`config.mk`:
```
export PLATFORM = sky130hd
export DESIGN_NAME = kelvin_white_balance_top_flat
export DESIGN_NICKNAME = d
export VERILOG_FILES = /design/src/sv/kwb_pkg.sv /design/src/sv/kwb_ifs.sv /design/src/sv/kwb_gain_calc.sv /design/src/sv/kwb_pixel_pipe.sv /design/src/sv/kelvin_white_balance_top.sv /design/src/flat_wrapper.sv
export VERILOG_INCLUDE_DIRS = /design/src /design/src/sv
export SDC_FILE = /design/constraint.sdc
export NUM_CORES = 2
export LEC_CHECK = 0
export CAP_MARGIN = 5
export CORE_ASPECT_RATIO = 2
export CORE_MARGIN = 3
export CORE_UTILIZATION = 35
export CTS_CLUSTER_SIZE = 20
export DETAILED_ROUTE_END_ITERATION = 7
export DONT_BUFFER_PORTS = 1
export PLACE_DENSITY_LB_ADDON = 0.08
export SYNTH_ARGS = -nofsm -noshare
export SYNTH_HDL_FRONTEND = slang
export SYNTH_HIERARCHICAL = 1
export SYNTH_SLANG_ARGS = --single-unit
```
`constraint.sdc`:
```
create_clock -name clock -period 19.8 [get_ports clock]
set_input_delay 1.98 -clock clock [delete_from_list [all_inputs] [get_ports clock]]
set_output_delay 1.98 -clock clock [all_outputs]
set_load 0.005 [all_outputs]
```
`src/sv/assert_macros.svh`:
```
// Assertion macros shared by the white balance RTL.
`ifndef ASSERT_MACROS_SVH
`define ASSERT_MACROS_SVH
`ifndef NO_ASSERTIONS
`define KWB_ASSERT(name, clk, rst, prop) \
   name: assert property (@(posedge clk) disable iff (rst) prop) \
      else $error("kwb assertion failed");
`define KWB_ASSERT_NR(name, clk, prop) \
   name: assert property (@(posedge clk) prop) \
      else $error("kwb assertion failed");
`else
`define KWB_ASSERT(name, clk, rst, prop)
`define KWB_ASSERT_NR(name, clk, prop)
`endif
`endif

```
`src/sv/kwb_pkg.sv`:
```
// Constants, gain tables and types for the kelvin white balance block.
package kwb_pkg;

   localparam int NUM_CH        = 3;
   localparam int CH_RED        = 0;
   localparam int CH_GREEN      = 1;
   localparam int CH_BLUE       = 2;

   localparam int NUM_POINTS    = 17;
   localparam int PT_IDX_BITS   = 5;
   localparam int SEG_BITS      = 4;
   localparam int CT_BITS       = 14;
   localparam int TAB_BITS      = 13;
   localparam int SPAN_BITS     = 10;
   localparam int DEN_BITS      = 20;
   localparam int MUL_BITS      = TAB_BITS + SPAN_BITS;
   localparam int NUM_BITS      = 22;
   localparam int GAIN_INT_BITS = 4;
   localparam int DEN_SCALE     = 1000;

   typedef logic [CT_BITS-1:0]  kelvin_type;
   typedef logic [TAB_BITS-1:0] tab_val_type;

   localparam kelvin_type KELVIN_MIN   = 14'd2000;
   localparam kelvin_type KELVIN_MAX   = 14'd10000;
   localparam kelvin_type RESET_KELVIN = 14'd5600;

   localparam kelvin_type PT_KELVIN [NUM_POINTS] = '{
      14'd2000, 14'd2500, 14'd3000, 14'd3506, 14'd4000, 14'd4503, 14'd5011, 14'd5517,
      14'd6018, 14'd6509, 14'd7040, 14'd7528, 14'd8056, 14'd8534, 14'd9032, 14'd9531,
      14'd10000};

   // gains in thousandths, one row per channel
   localparam tab_val_type PT_GAIN [NUM_CH][NUM_POINTS] = '{
      '{13'd1134, 13'd1349, 13'd1596, 13'd1731, 13'd1806, 13'd1954, 13'd2081, 13'd2197,
        13'd2291, 13'd2365, 13'd2444, 13'd2485, 13'd2528, 13'd2566, 13'd2612, 13'd2660,
        13'd2702},
      '{13'd1155, 13'd1137, 13'd1112, 13'd1056, 13'd1000, 13'd1000, 13'd1000, 13'd1000,
        13'd1000, 13'd1000, 13'd1000, 13'd1000, 13'd1000, 13'd1000, 13'd1000, 13'd1000,
        13'd1000},
      '{13'd4587, 13'd3985, 13'd3184, 13'd2524, 13'd2103, 13'd1903, 13'd1760, 13'd1641,
        13'd1542, 13'd1476, 13'd1414, 13'd1390, 13'd1363, 13'd1333, 13'd1296, 13'd1263,
        13'd1229}};

endpackage

```
`src/sv/kwb_ifs.sv`:
```
// Channel interfaces: pixel input, pixel output and temperature register write.
interface kwb_pix_in_if #(parameter int SAMPLE_BITS = 16);
   logic                   valid;
   logic                   ready;
   logic [SAMPLE_BITS-1:0] red_in;
   logic [SAMPLE_BITS-1:0] green_in;
   logic [SAMPLE_BITS-1:0] blue_in;
   logic [SAMPLE_BITS-1:0] alpha_in;
   modport source (output valid, red_in, green_in, blue_in, alpha_in, input ready);
   modport sink   (input valid, red_in, green_in, blue_in, alpha_in, output ready);
endinterface

interface kwb_pix_out_if #(parameter int SAMPLE_BITS = 16);
   logic                   valid;
   logic                   ready;
   logic [SAMPLE_BITS-1:0] red_out;
   logic [SAMPLE_BITS-1:0] green_out;
   logic [SAMPLE_BITS-1:0] blue_out;
   logic [SAMPLE_BITS-1:0] alpha_out;
   modport source (output valid, red_out, green_out, blue_out, alpha_out, input ready);
   modport sink   (input valid, red_out, green_out, blue_out, alpha_out, output ready);
endinterface

interface kwb_csr_if;
   logic                         valid;
   logic                         ready;
   logic [kwb_pkg::CT_BITS-1:0]  color_temperature;
   modport source (output valid, color_temperature, input ready);
   modport sink   (input valid, color_temperature, output ready);
endinterface

```
`src/sv/kwb_gain_calc.sv`:
```
// Gain sequencer: clamp, segment search, interpolation and radix-2 division to Q4.F gains.
`include "assert_macros.svh"
module kwb_gain_calc #(
   parameter int  GAIN_FRAC_BITS = 12,
   localparam int GAIN_BITS      = GAIN_FRAC_BITS + kwb_pkg::GAIN_INT_BITS
) (
   input  logic                 clock,
   input  logic                 reset,
   kwb_csr_if.sink              csr_chan,
   output logic                 gains_valid,
   output logic [GAIN_BITS-1:0] gain_out [kwb_pkg::NUM_CH]
);

   localparam int DVD_W    = kwb_pkg::NUM_BITS + GAIN_FRAC_BITS + 1;
   localparam int CNT_BITS = $clog2(GAIN_BITS);

   typedef enum logic [6:0] {
      ST_CLAMP = 7'b0000001,
      ST_SEG   = 7'b0000010,
      ST_DIFF  = 7'b0000100,
      ST_MUL   = 7'b0001000,
      ST_LOAD  = 7'b0010000,
      ST_DIV   = 7'b0100000,
      ST_READY = 7'b1000000
   } calc_state_type;

   calc_state_type                     state_ff, state_in;
   kwb_pkg::kelvin_type                temp_ff, temp_in;
   kwb_pkg::kelvin_type                t_ff, t_in;
   logic [kwb_pkg::SEG_BITS-1:0]       seg_ff, seg_in;
   logic [kwb_pkg::SPAN_BITS-1:0]      dk1_ff, dk1_in, dk0_ff, dk0_in;
   logic [kwb_pkg::DEN_BITS-1:0]       den_ff, den_in;
   kwb_pkg::tab_val_type               g0_ff [kwb_pkg::NUM_CH];
   kwb_pkg::tab_val_type               g0_in [kwb_pkg::NUM_CH];
   kwb_pkg::tab_val_type               g1_ff [kwb_pkg::NUM_CH];
   kwb_pkg::tab_val_type               g1_in [kwb_pkg::NUM_CH];
   logic [kwb_pkg::NUM_BITS-1:0]       num_ff [kwb_pkg::NUM_CH];
   logic [kwb_pkg::NUM_BITS-1:0]       num_in [kwb_pkg::NUM_CH];
   logic [kwb_pkg::DEN_BITS-1:0]       rem_ff [kwb_pkg::NUM_CH];
   logic [kwb_pkg::DEN_BITS-1:0]       rem_in [kwb_pkg::NUM_CH];
   logic [GAIN_BITS-1:0]               dvd_ff [kwb_pkg::NUM_CH];
   logic [GAIN_BITS-1:0]               dvd_in [kwb_pkg::NUM_CH];
   logic [GAIN_BITS-1:0]               gain_ff [kwb_pkg::NUM_CH];
   logic [GAIN_BITS-1:0]               gain_in [kwb_pkg::NUM_CH];
   logic [CNT_BITS-1:0]                cnt_ff, cnt_in;
   logic                               csr_acc;

   assign csr_chan.ready = (state_ff == ST_READY);
   assign gains_valid    = (state_ff == ST_READY);
   assign csr_acc        = csr_chan.valid && csr_chan.ready;

   always_comb begin
      logic [kwb_pkg::PT_IDX_BITS-1:0] lo_idx;
      logic [kwb_pkg::PT_IDX_BITS-1:0] hi_idx;
      logic [kwb_pkg::SEG_BITS-1:0]    seg_tmp;
      logic [kwb_pkg::MUL_BITS-1:0]    prod0;
      logic [kwb_pkg::MUL_BITS-1:0]    prod1;
      logic [kwb_pkg::MUL_BITS:0]      psum;
      logic [DVD_W-1:0]                dvd_full;
      logic [kwb_pkg::DEN_BITS:0]      rem_sh;
      logic                            ge;

      state_in = state_ff;
      temp_in  = temp_ff;
      t_in     = t_ff;
      seg_in   = seg_ff;
      dk1_in   = dk1_ff;
      dk0_in   = dk0_ff;
      den_in   = den_ff;
      cnt_in   = cnt_ff;
      lo_idx   = kwb_pkg::PT_IDX_BITS'(seg_ff);
      hi_idx   = lo_idx + kwb_pkg::PT_IDX_BITS'(1);
      seg_tmp  = '0;
      prod0    = '0;
      prod1    = '0;
      psum     = '0;
      dvd_full = '0;
      rem_sh   = '0;
      ge       = 1'b0;
      for (int c = 0; c < kwb_pkg::NUM_CH; c++) begin
         g0_in[c]   = g0_ff[c];
         g1_in[c]   = g1_ff[c];
         num_in[c]  = num_ff[c];
         rem_in[c]  = rem_ff[c];
         dvd_in[c]  = dvd_ff[c];
         gain_in[c] = gain_ff[c];
      end

      unique case (state_ff)
         ST_CLAMP: begin
            if (temp_ff < kwb_pkg::KELVIN_MIN) begin
               t_in = kwb_pkg::KELVIN_MIN;
            end else if (temp_ff > kwb_pkg::KELVIN_MAX) begin
               t_in = kwb_pkg::KELVIN_MAX;
            end else begin
               t_in = temp_ff;
            end
            state_in = ST_SEG;
         end
         ST_SEG: begin
            for (int i = 1; i < kwb_pkg::NUM_POINTS - 1; i++) begin
               if (t_ff > kwb_pkg::PT_KELVIN[i]) begin
                  seg_tmp = kwb_pkg::SEG_BITS'(i);
               end
            end
            seg_in   = seg_tmp;
            state_in = ST_DIFF;
         end
         ST_DIFF: begin
            dk1_in = kwb_pkg::SPAN_BITS'(kwb_pkg::PT_KELVIN[hi_idx] - t_ff);
            dk0_in = kwb_pkg::SPAN_BITS'(t_ff - kwb_pkg::PT_KELVIN[lo_idx]);
            den_in = kwb_pkg::DEN_BITS'(kwb_pkg::DEN_SCALE *
                     int'(kwb_pkg::PT_KELVIN[hi_idx] - kwb_pkg::PT_KELVIN[lo_idx]));
            for (int c = 0; c < kwb_pkg::NUM_CH; c++) begin
               g0_in[c] = kwb_pkg::PT_GAIN[c][lo_idx];
               g1_in[c] = kwb_pkg::PT_GAIN[c][hi_idx];
            end
            state_in = ST_MUL;
         end
         ST_MUL: begin
            for (int c = 0; c < kwb_pkg::NUM_CH; c++) begin
               prod0 = kwb_pkg::MUL_BITS'(g0_ff[c]) * kwb_pkg::MUL_BITS'(dk1_ff);
               prod1 = kwb_pkg::MUL_BITS'(g1_ff[c]) * kwb_pkg::MUL_BITS'(dk0_ff);
               psum  = (kwb_pkg::MUL_BITS+1)'(prod0) + (kwb_pkg::MUL_BITS+1)'(prod1);
               num_in[c] = kwb_pkg::NUM_BITS'(psum);
            end
            state_in = ST_LOAD;
         end
         ST_LOAD: begin
            for (int c = 0; c < kwb_pkg::NUM_CH; c++) begin
               dvd_full  = {1'b0, num_ff[c], GAIN_FRAC_BITS'(0)} + DVD_W'(den_ff >> 1);
               rem_in[c] = kwb_pkg::DEN_BITS'(dvd_full[DVD_W-1:GAIN_BITS]);
               dvd_in[c] = dvd_full[GAIN_BITS-1:0];
            end
            cnt_in   = CNT_BITS'(GAIN_BITS - 1);
            state_in = ST_DIV;
         end
         ST_DIV: begin
            for (int c = 0; c < kwb_pkg::NUM_CH; c++) begin
               rem_sh    = {rem_ff[c], dvd_ff[c][GAIN_BITS-1]};
               ge        = (rem_sh >= {1'b0, den_ff});
               rem_in[c] = ge ? kwb_pkg::DEN_BITS'(rem_sh - {1'b0, den_ff})
                              : kwb_pkg::DEN_BITS'(rem_sh);
               dvd_in[c] = {dvd_ff[c][GAIN_BITS-2:0], ge};
               if (cnt_ff == '0) begin
                  gain_in[c] = dvd_in[c];
               end
            end
            if (cnt_ff == '0) begin
               state_in = ST_READY;
            end else begin
               cnt_in = cnt_ff - CNT_BITS'(1);
            end
         end
         ST_READY: begin
            if (csr_acc) begin
               temp_in  = csr_chan.color_temperature;
               state_in = ST_CLAMP;
            end
         end
         default: begin
            state_in = ST_CLAMP;
         end
      endcase
   end

   always_ff @(posedge clock) begin
      if (reset) begin
         state_ff <= ST_CLAMP;
         temp_ff  <= kwb_pkg::RESET_KELVIN;
      end else begin
         state_ff <= state_in;
         temp_ff  <= temp_in;
      end
   end

   always_ff @(posedge clock) begin
      t_ff   <= t_in;
      seg_ff <= seg_in;
      dk1_ff <= dk1_in;
      dk0_ff <= dk0_in;
      den_ff <= den_in;
      cnt_ff <= cnt_in;
      for (int c = 0; c < kwb_pkg::NUM_CH; c++) begin
         g0_ff[c]   <= g0_in[c];
         g1_ff[c]   <= g1_in[c];
         num_ff[c]  <= num_in[c];
         rem_ff[c]  <= rem_in[c];
         dvd_ff[c]  <= dvd_in[c];
         gain_ff[c] <= gain_in[c];
      end
   end

   assign gain_out = gain_ff;

   `KWB_ASSERT_NR(a_reset_recalc, clock, reset |=> !gains_valid)
   `KWB_ASSERT(a_cfg_restarts, clock, reset, csr_acc |=> !gains_valid)
   `KWB_ASSERT(a_div_ends, clock, reset, (state_ff == ST_DIV && cnt_ff == '0) |=> gains_valid)
   `KWB_ASSERT(a_green_unity, clock, reset, gains_valid |-> (gain_ff[kwb_pkg::CH_GREEN] >= (GAIN_BITS'(1) << GAIN_FRAC_BITS)))

endmodule

```
`src/sv/kwb_pixel_pipe.sv`:
```
// Three-stage pixel datapath: register, multiply by gain, round and saturate.
`include "assert_macros.svh"
module kwb_pixel_pipe #(
   parameter int  SAMPLE_BITS    = 16,
   parameter int  GAIN_FRAC_BITS = 12,
   localparam int GAIN_BITS      = GAIN_FRAC_BITS + kwb_pkg::GAIN_INT_BITS
) (
   input  logic                 clock,
   input  logic                 reset,
   input  logic                 gains_valid,
   input  logic [GAIN_BITS-1:0] gain_in [kwb_pkg::NUM_CH],
   kwb_pix_in_if.sink           req_chan,
   kwb_pix_out_if.source        rsp_chan
);

   localparam int PROD_W = SAMPLE_BITS + GAIN_BITS;
   localparam int SHR_W  = PROD_W + 1 - GAIN_FRAC_BITS;

   logic [SAMPLE_BITS-1:0] smp_in [kwb_pkg::NUM_CH];
   logic [SAMPLE_BITS-1:0] s1_ff  [kwb_pkg::NUM_CH];
   logic [PROD_W-1:0]      p2_ff  [kwb_pkg::NUM_CH];
   logic [PROD_W-1:0]      p2_in  [kwb_pkg::NUM_CH];
   logic [SAMPLE_BITS-1:0] o3_ff  [kwb_pkg::NUM_CH];
   logic [SAMPLE_BITS-1:0] o3_in  [kwb_pkg::NUM_CH];
   logic [SAMPLE_BITS-1:0] a1_ff, a2_ff, a3_ff;
   logic                   v1_ff, v2_ff, v3_ff;
   logic                   v1_in;
   logic                   rdy1, rdy2, rdy3;

   assign smp_in[kwb_pkg::CH_RED]   = req_chan.red_in;
   assign smp_in[kwb_pkg::CH_GREEN] = req_chan.green_in;
   assign smp_in[kwb_pkg::CH_BLUE]  = req_chan.blue_in;

   assign rdy3 = !v3_ff || rsp_chan.ready;
   assign rdy2 = !v2_ff || rdy3;
   assign rdy1 = !v1_ff || rdy2;

   assign req_chan.ready = rdy1 && gains_valid;
   assign v1_in          = req_chan.valid && req_chan.ready;

   always_comb begin
      logic [PROD_W:0]  rnd;
      logic [SHR_W-1:0] shr;
      for (int c = 0; c < kwb_pkg::NUM_CH; c++) begin
         p2_in[c] = PROD_W'(s1_ff[c]) * PROD_W'(gain_in[c]);
         rnd      = (PROD_W+1)'(p2_ff[c]) + ((PROD_W+1)'(1) << (GAIN_FRAC_BITS - 1));
         shr      = rnd[PROD_W:GAIN_FRAC_BITS];
         o3_in[c] = (|shr[SHR_W-1:SAMPLE_BITS]) ? '1 : shr[SAMPLE_BITS-1:0];
      end
   end

   always_ff @(posedge clock) begin
      if (reset) begin
         v1_ff <= 1'b0;
         v2_ff <= 1'b0;
         v3_ff <= 1'b0;
      end else begin
         if (rdy1) v1_ff <= v1_in;
         if (rdy2) v2_ff <= v1_ff;
         if (rdy3) v3_ff <= v2_ff;
      end
   end

   always_ff @(posedge clock) begin
      if (rdy1) begin
         s1_ff <= smp_in;
         a1_ff <= req_chan.alpha_in;
      end
      if (rdy2) begin
         p2_ff <= p2_in;
         a2_ff <= a1_ff;
      end
      if (rdy3) begin
         o3_ff <= o3_in;
         a3_ff <= a2_ff;
      end
   end

   assign rsp_chan.valid     = v3_ff;
   assign rsp_chan.red_out   = o3_ff[kwb_pkg::CH_RED];
   assign rsp_chan.green_out = o3_ff[kwb_pkg::CH_GREEN];
   assign rsp_chan.blue_out  = o3_ff[kwb_pkg::CH_BLUE];
   assign rsp_chan.alpha_out = a3_ff;

   `KWB_ASSERT(a_accept_needs_gains, clock, reset, (req_chan.valid && req_chan.ready) |-> gains_valid)
   `KWB_ASSERT(a_mid_stall_holds, clock, reset, (v2_ff && !rdy3) |=> (v2_ff && $stable(a2_ff)))
   `KWB_ASSERT(a_alpha_moves, clock, reset, (v2_ff && rdy3) |=> (v3_ff && a3_ff == $past(a2_ff)))

endmodule

```
`src/sv/kelvin_white_balance_top.sv`:
```
// Kelvin white balance top level: temperature-driven RGB gains applied per pixel.
// The block takes one RGBA pixel per clock while gains are valid and the output is not
// stalled, and returns it via input, product and output registers with red, green and
// blue scaled by Q4.F gains, rounded and saturated; alpha is copied. Gains come from the
// color temperature register (clamped to 2000..10000 K), interpolated on a fixed 17-point
// table by a sequencer whose divider yields one quotient bit per cycle: after reset and
// every register write it recomputes them, while req_chan.ready and csr_chan.ready stay low.
// Write the register only when no transaction is in flight.
module kelvin_white_balance_top #(
   parameter int SAMPLE_BITS    = 16,
   parameter int GAIN_FRAC_BITS = 12
) (
   input  logic          clock,
   input  logic          reset,
   kwb_pix_in_if.sink    req_chan,
   kwb_pix_out_if.source rsp_chan,
   kwb_csr_if.sink       csr_chan
);

   localparam int GAIN_BITS = GAIN_FRAC_BITS + kwb_pkg::GAIN_INT_BITS;

   logic                 gains_valid;
   logic [GAIN_BITS-1:0] gain [kwb_pkg::NUM_CH];

   kwb_gain_calc #(
      .GAIN_FRAC_BITS (GAIN_FRAC_BITS)
   ) u_gain_calc (
      .clock       (clock),
      .reset       (reset),
      .csr_chan    (csr_chan),
      .gains_valid (gains_valid),
      .gain_out    (gain)
   );

   kwb_pixel_pipe #(
      .SAMPLE_BITS    (SAMPLE_BITS),
      .GAIN_FRAC_BITS (GAIN_FRAC_BITS)
   ) u_pixel_pipe (
      .clock       (clock),
      .reset       (reset),
      .gains_valid (gains_valid),
      .gain_in     (gain),
      .req_chan    (req_chan),
      .rsp_chan    (rsp_chan)
   );

endmodule
```
`src/flat_wrapper.sv`:
```
// flat-port wrapper written by rule: the top's interface ports become plain ports
module kelvin_white_balance_top_flat 
#(
   parameter int SAMPLE_BITS    = 16,
   parameter int GAIN_FRAC_BITS = 12
)
  (clock, reset, req_chan_valid, req_chan_red_in, req_chan_green_in, req_chan_blue_in, req_chan_alpha_in, req_chan_ready, rsp_chan_valid, rsp_chan_red_out, rsp_chan_green_out, rsp_chan_blue_out, rsp_chan_alpha_out, rsp_chan_ready, csr_chan_valid, csr_chan_color_temperature, csr_chan_ready);
  kwb_pix_in_if #(.SAMPLE_BITS(SAMPLE_BITS)) req_chan_i ();
  kwb_pix_out_if #(.SAMPLE_BITS(SAMPLE_BITS)) rsp_chan_i ();
  kwb_csr_if csr_chan_i ();
  input  logic clock;
  input  logic reset;
  input wire logic [$bits(req_chan_i.valid)-1:0] req_chan_valid;
  input wire logic [$bits(req_chan_i.red_in)-1:0] req_chan_red_in;
  input wire logic [$bits(req_chan_i.green_in)-1:0] req_chan_green_in;
  input wire logic [$bits(req_chan_i.blue_in)-1:0] req_chan_blue_in;
  input wire logic [$bits(req_chan_i.alpha_in)-1:0] req_chan_alpha_in;
  output wire logic [$bits(req_chan_i.ready)-1:0] req_chan_ready;
  output wire logic [$bits(rsp_chan_i.valid)-1:0] rsp_chan_valid;
  output wire logic [$bits(rsp_chan_i.red_out)-1:0] rsp_chan_red_out;
  output wire logic [$bits(rsp_chan_i.green_out)-1:0] rsp_chan_green_out;
  output wire logic [$bits(rsp_chan_i.blue_out)-1:0] rsp_chan_blue_out;
  output wire logic [$bits(rsp_chan_i.alpha_out)-1:0] rsp_chan_alpha_out;
  input wire logic [$bits(rsp_chan_i.ready)-1:0] rsp_chan_ready;
  input wire logic [$bits(csr_chan_i.valid)-1:0] csr_chan_valid;
  input wire logic [$bits(csr_chan_i.color_temperature)-1:0] csr_chan_color_temperature;
  output wire logic [$bits(csr_chan_i.ready)-1:0] csr_chan_ready;
  assign req_chan_i.valid = req_chan_valid;
  assign req_chan_i.red_in = req_chan_red_in;
  assign req_chan_i.green_in = req_chan_green_in;
  assign req_chan_i.blue_in = req_chan_blue_in;
  assign req_chan_i.alpha_in = req_chan_alpha_in;
  assign req_chan_ready = req_chan_i.ready;
  assign rsp_chan_valid = rsp_chan_i.valid;
  assign rsp_chan_red_out = rsp_chan_i.red_out;
  assign rsp_chan_green_out = rsp_chan_i.green_out;
  assign rsp_chan_blue_out = rsp_chan_i.blue_out;
  assign rsp_chan_alpha_out = rsp_chan_i.alpha_out;
  assign rsp_chan_i.ready = rsp_chan_ready;
  assign csr_chan_i.valid = csr_chan_valid;
  assign csr_chan_i.color_temperature = csr_chan_color_temperature;
  assign csr_chan_ready = csr_chan_i.ready;
  kelvin_white_balance_top #(.SAMPLE_BITS(SAMPLE_BITS), .GAIN_FRAC_BITS(GAIN_FRAC_BITS)) u_core (.clock(clock), .reset(reset), .req_chan(req_chan_i), .rsp_chan(rsp_chan_i), .csr_chan(csr_chan_i));
endmodule
```
==> impl_metrics.env <==
export IMPL_postCtsHoldBufs=0
export IMPL_ys_flop_type="edfxtp_1"
export IMPL_p_leak_uw=0.0385
export IMPL_root_buffer="clkbuf_16"
export IMPL_grt_max_degree=70
export IMPL_finalClockSkew_ns=0.0459
export IMPL_fp_coreArea_sq_um=220000
export IMPL_synth_top_area_share_pct=30.5
export IMPL_fin_ws_ns=10.52
export IMPL_yosysTopAreaCell="fa_1"
export IMPL_postSynthAreaPerCell_sq_um=9.73
export IMPL_final_nets=9819
export IMPL_area_growth_pct=6.82
export IMPL_fin_tns_setup_ns=0
export IMPL_netlist_instances=7976
export IMPL_clkSlewWorstSetupHoldPaths_ns=0.06
export IMPL_yosys_register_bits=578
export IMPL_antenna_found_initial=3
export IMPL_finalHoldViolCount=0
export IMPL_status="finished, final reports clean"
export IMPL_die_area_sq_um=228000
export IMPL_grt_pass1_wl_mm=356
export IMPL_drt_iter0_markers=1970
export IMPL_firstDrtPassIters=5
export IMPL_port_buffers=0
export IMPL_power_density_nw_per_um2=127
export IMPL_htree_levels=3
export IMPL_post_route_period_util_pct=46.9
export IMPL_num_io_pins=150
export IMPL_post_cts_buffers=0
export IMPL_required_ns=20.21
export IMPL_crit_path_max_incr_delay_ns=0.68
export IMPL_worst_setup_path_type="reg -> reg"
export IMPL_clkLatencyLatePin_ns=0.68
export IMPL_track_usage_pct=20.7
export IMPL_fmax_mhz=108
export IMPL_synth_edf_count=554
export IMPL_grt_pass1_vias=60100
export IMPL_hold_class="reg -> reg"
export IMPL_drive_gt1_share_pct=3.02
export IMPL_cts_buffers=68
export IMPL_relSlewSlack_pct=25.4
export IMPL_drt_vias_per_instance=4.94
export IMPL_final_min_clock_period_ns=9.28
export IMPL_cap_violations=0
export IMPL_pre_cts_ws_ns=10.51
export IMPL_clkSinkCount=578
export IMPL_setup_viol=0
export IMPL_critPathLaunchType="flip-flop"
export IMPL_ys_types=108
export IMPL_synthTopCellsByArea="fa_1 (31%), edfxtp_1 (21%), ha_1 (12%)"
export IMPL_path_max_fanout=42
export IMPL_worstPathArrival_ns=9.69
export IMPL_tritoncts="built"
export IMPL_drc=0
export IMPL_rows=243
export IMPL_ant_nets=0
export IMPL_synthArstFlopShare_pct=0
export IMPL_tightest_slew_ns=1.12
export IMPL_gp_congestion=0.849
export IMPL_crit_path_end_kind="flip-flop"
export IMPL_routed_wl_mm=233
export IMPL_rsz0062_at_grt="false"
export IMPL_grt_ovfl_total=0
export IMPL_ctsResizeCount=0
export IMPL_die_x_microns=339
export IMPL_start_util_pct=35.3
export IMPL_cp_slowest_cell="nor3_1"
export IMPL_ys_warnings_count=6
export IMPL_peakVddDrop_v=0.000272
export IMPL_synth_area_sq_um=77600
export IMPL_vias=53300
export IMPL_final_core_util_pct=37.7
export IMPL_slew_violations=0
export IMPL_hpwl_mm=191
export IMPL_ys_seq_area_share_pct=22.1
export IMPL_fp_dieH_microns=672
export IMPL_cpMostUsedCell="inv_1"
export IMPL_wl_per_cell_microns=21.6
export IMPL_cts_buffer_depth=3
export IMPL_syn_num_nets=10000
Yosys cell counts (11+ instances only):
cell type,count
nor3_1,63
ha_1,765
dfxtp_1,24
mux2i_1,15
nand2_1,1080
and2_1,710
xor2_1,131
a21boi_0,17
a21oi_1,264
fa_1,1183
buf_1,21
o211ai_1,20
o21ai_1,16
o21bai_1,19
nand2b_1,48
clkbuf_1,279
o21ai_0,174
inv_1,1550
o21a_1,29
nand4_1,38
or3_1,21
a211oi_1,38
nand3b_1,11
and3_1,56
a21o_1,67
edfxtp_1,554
xnor2_1,194
a31oi_1,27
nand3_1,79
nor2b_1,49
nor2_1,217
nor4_1,13
kinds of logic after synthesis:
group | synth area share (%)
compound gates | 6.52
simple gates | 15.4
buf+inv | 9.08
xor+xnor | 3.82
fa+ha+maj | 42.9
flops | 22.1
mux | 0.208
worst max-delay path, delay by kind of cell (launching register included):
kind,cells,cell delay (ns)
flip-flops,1,0.31
XOR/XNOR,4,1.29
multiplexers,1,0.26
buffers and inverters,8,1.28
AO/OA/AOI/OAI,7,1.41
AND/OR/NAND/NOR,6,1.27
adder cells (fa/ha/maj),8,3.16
cells in the final DEF, fill, tap and decap left out, types with 8 or more instances in the layout:
master      synthesis  routed
inv_1            1550    1549
fa_1             1183    1183
nand2_1          1080    1078
ha_1              765     765
and2_1            710     710
edfxtp_1          554     554
a21oi_1           264     264
nor2_1            217     216
xnor2_1           194     193
o21ai_0           174     174
xor2_1            131     131
nand3_1            79      78
clkbuf_16           0      70
a21o_1             67      67
nor3_1             63      63
and3_1             56      56
buf_4               2      55
nor2b_1            49      49
nand2b_1           48      48
nand4_1            38      38
a211oi_1           38      38
o21a_1             29      29
a31oi_1            27      27
dfxtp_1            24      24
or3_1              21      21
o211ai_1           20      20
o21bai_1           19      19
a21boi_0           17      17
o21ai_1            16      16
mux2i_1            15      15
nor4_1             13      13
clkinv_1            2      12
nand3b_1           11      11
o22ai_1            10      10
o31ai_1            10      10
clkinvlp_4          0       9
and4_1              9       9
inv_6               0       8
clkinv_2            0       8
flip-flops by register name, indices dropped and copies added, names as in the netlist, 7 cells and up:
| name | flops |
|---|---|
| u_core/u_gain_calc/dk0_ff | 10 |
| u_core/u_gain_calc/dvd_ff | 48 |
| u_core/u_gain_calc/temp_ff | 14 |
| u_core/u_pixel_pipe/rsp_chan.green_out | 16 |
| u_core/u_gain_calc/g1_ff | 33 |
| u_core/u_pixel_pipe/a2_ff | 16 |
| u_core/u_gain_calc/num_ff | 66 |
| u_core/u_gain_calc/dk1_ff | 10 |
| u_core/u_gain_calc/gain_out | 48 |
| u_core/u_gain_calc/state_ff | 7 |
| u_core/u_pixel_pipe/p2_ff | 63 |
| u_core/u_pixel_pipe/rsp_chan.red_out | 16 |
| u_core/u_pixel_pipe/rsp_chan.blue_out | 16 |
| u_core/u_pixel_pipe/s1_ff | 48 |
| u_core/u_gain_calc/g0_ff | 33 |
| u_core/u_gain_calc/rem_ff | 60 |
| u_core/u_pixel_pipe/a1_ff | 16 |
| u_core/u_gain_calc/den_ff | 17 |
| u_core/u_gain_calc/t_ff | 14 |
| u_core/u_pixel_pipe/rsp_chan.alpha_out | 16 |
report_power, final:
part	total [uW]	internal [uW]	switching [uW]
logic	7200	3160	4040
registers	2030	1890	149
clock network	1310	748	563
layout make-up:
class | count | area [sq um]
clock buffer | 74 | 1770
multi-input combinational | 5528 | 53500
antenna | 3 | 7.51
tap | 2940 | 3680
inverter | 1557 | 5850
clock inverter | 50 | 523
fill | 22200 | 137000
sequential | 578 | 17100
timing repair buffer | 55 | 413
metrics by stage:
| step | area [sq um] | hold WS (ns) | power (uW) | cells |
|---|---|---|---|---|
| floorplan | 77600 | 0.400 | 7670 | 7976 |
| global placement | 80600 | 0.400 | 9430 | 10700 |
| finish | 82900 | 0.418 | 10500 | 10800 |
| CTS | 82900 | 0.419 | 10800 | 10800 |
| global route | 82900 | 0.424 | 11800 | 10800 |
| detailed placement | 80600 | 0.405 | 9400 | 10700 |
routing by layer:
| metal | vias to the layer above | GRT usage, % | routed length (microns) |
|---|---|---|---|
| li1 | 24700 | - | - |
| met1 | 27400 | 18.8 | 74300 |
| met2 | 846 | 44.1 | 140000 |
| met3 | 416 | 1.58 | 4720 |
| met4 | 0 | 10.8 | 14000 |
| met5 | - | 0 | 0 |
worst paths after layout:
path | start | end | slack, ns | cells past startpoint
worst max-delay path | u_core/u_gain_calc/seg_ff[0] | u_core/u_gain_calc/den_ff[19] | 10.52 | 34
worst min-delay path | u_core/u_pixel_pipe/a2_ff[9] | u_core/u_pixel_pipe/rsp_chan.alpha_out[9] | 0.42 | 0
worst max register to register | u_core/u_gain_calc/seg_ff[0] | u_core/u_gain_calc/den_ff[19] | 10.52 | 34
worst min register to register | u_core/u_pixel_pipe/a2_ff[9] | u_core/u_pixel_pipe/rsp_chan.alpha_out[9] | 0.42 | 0
No activity file was read; power rests on OpenSTA's default activity.
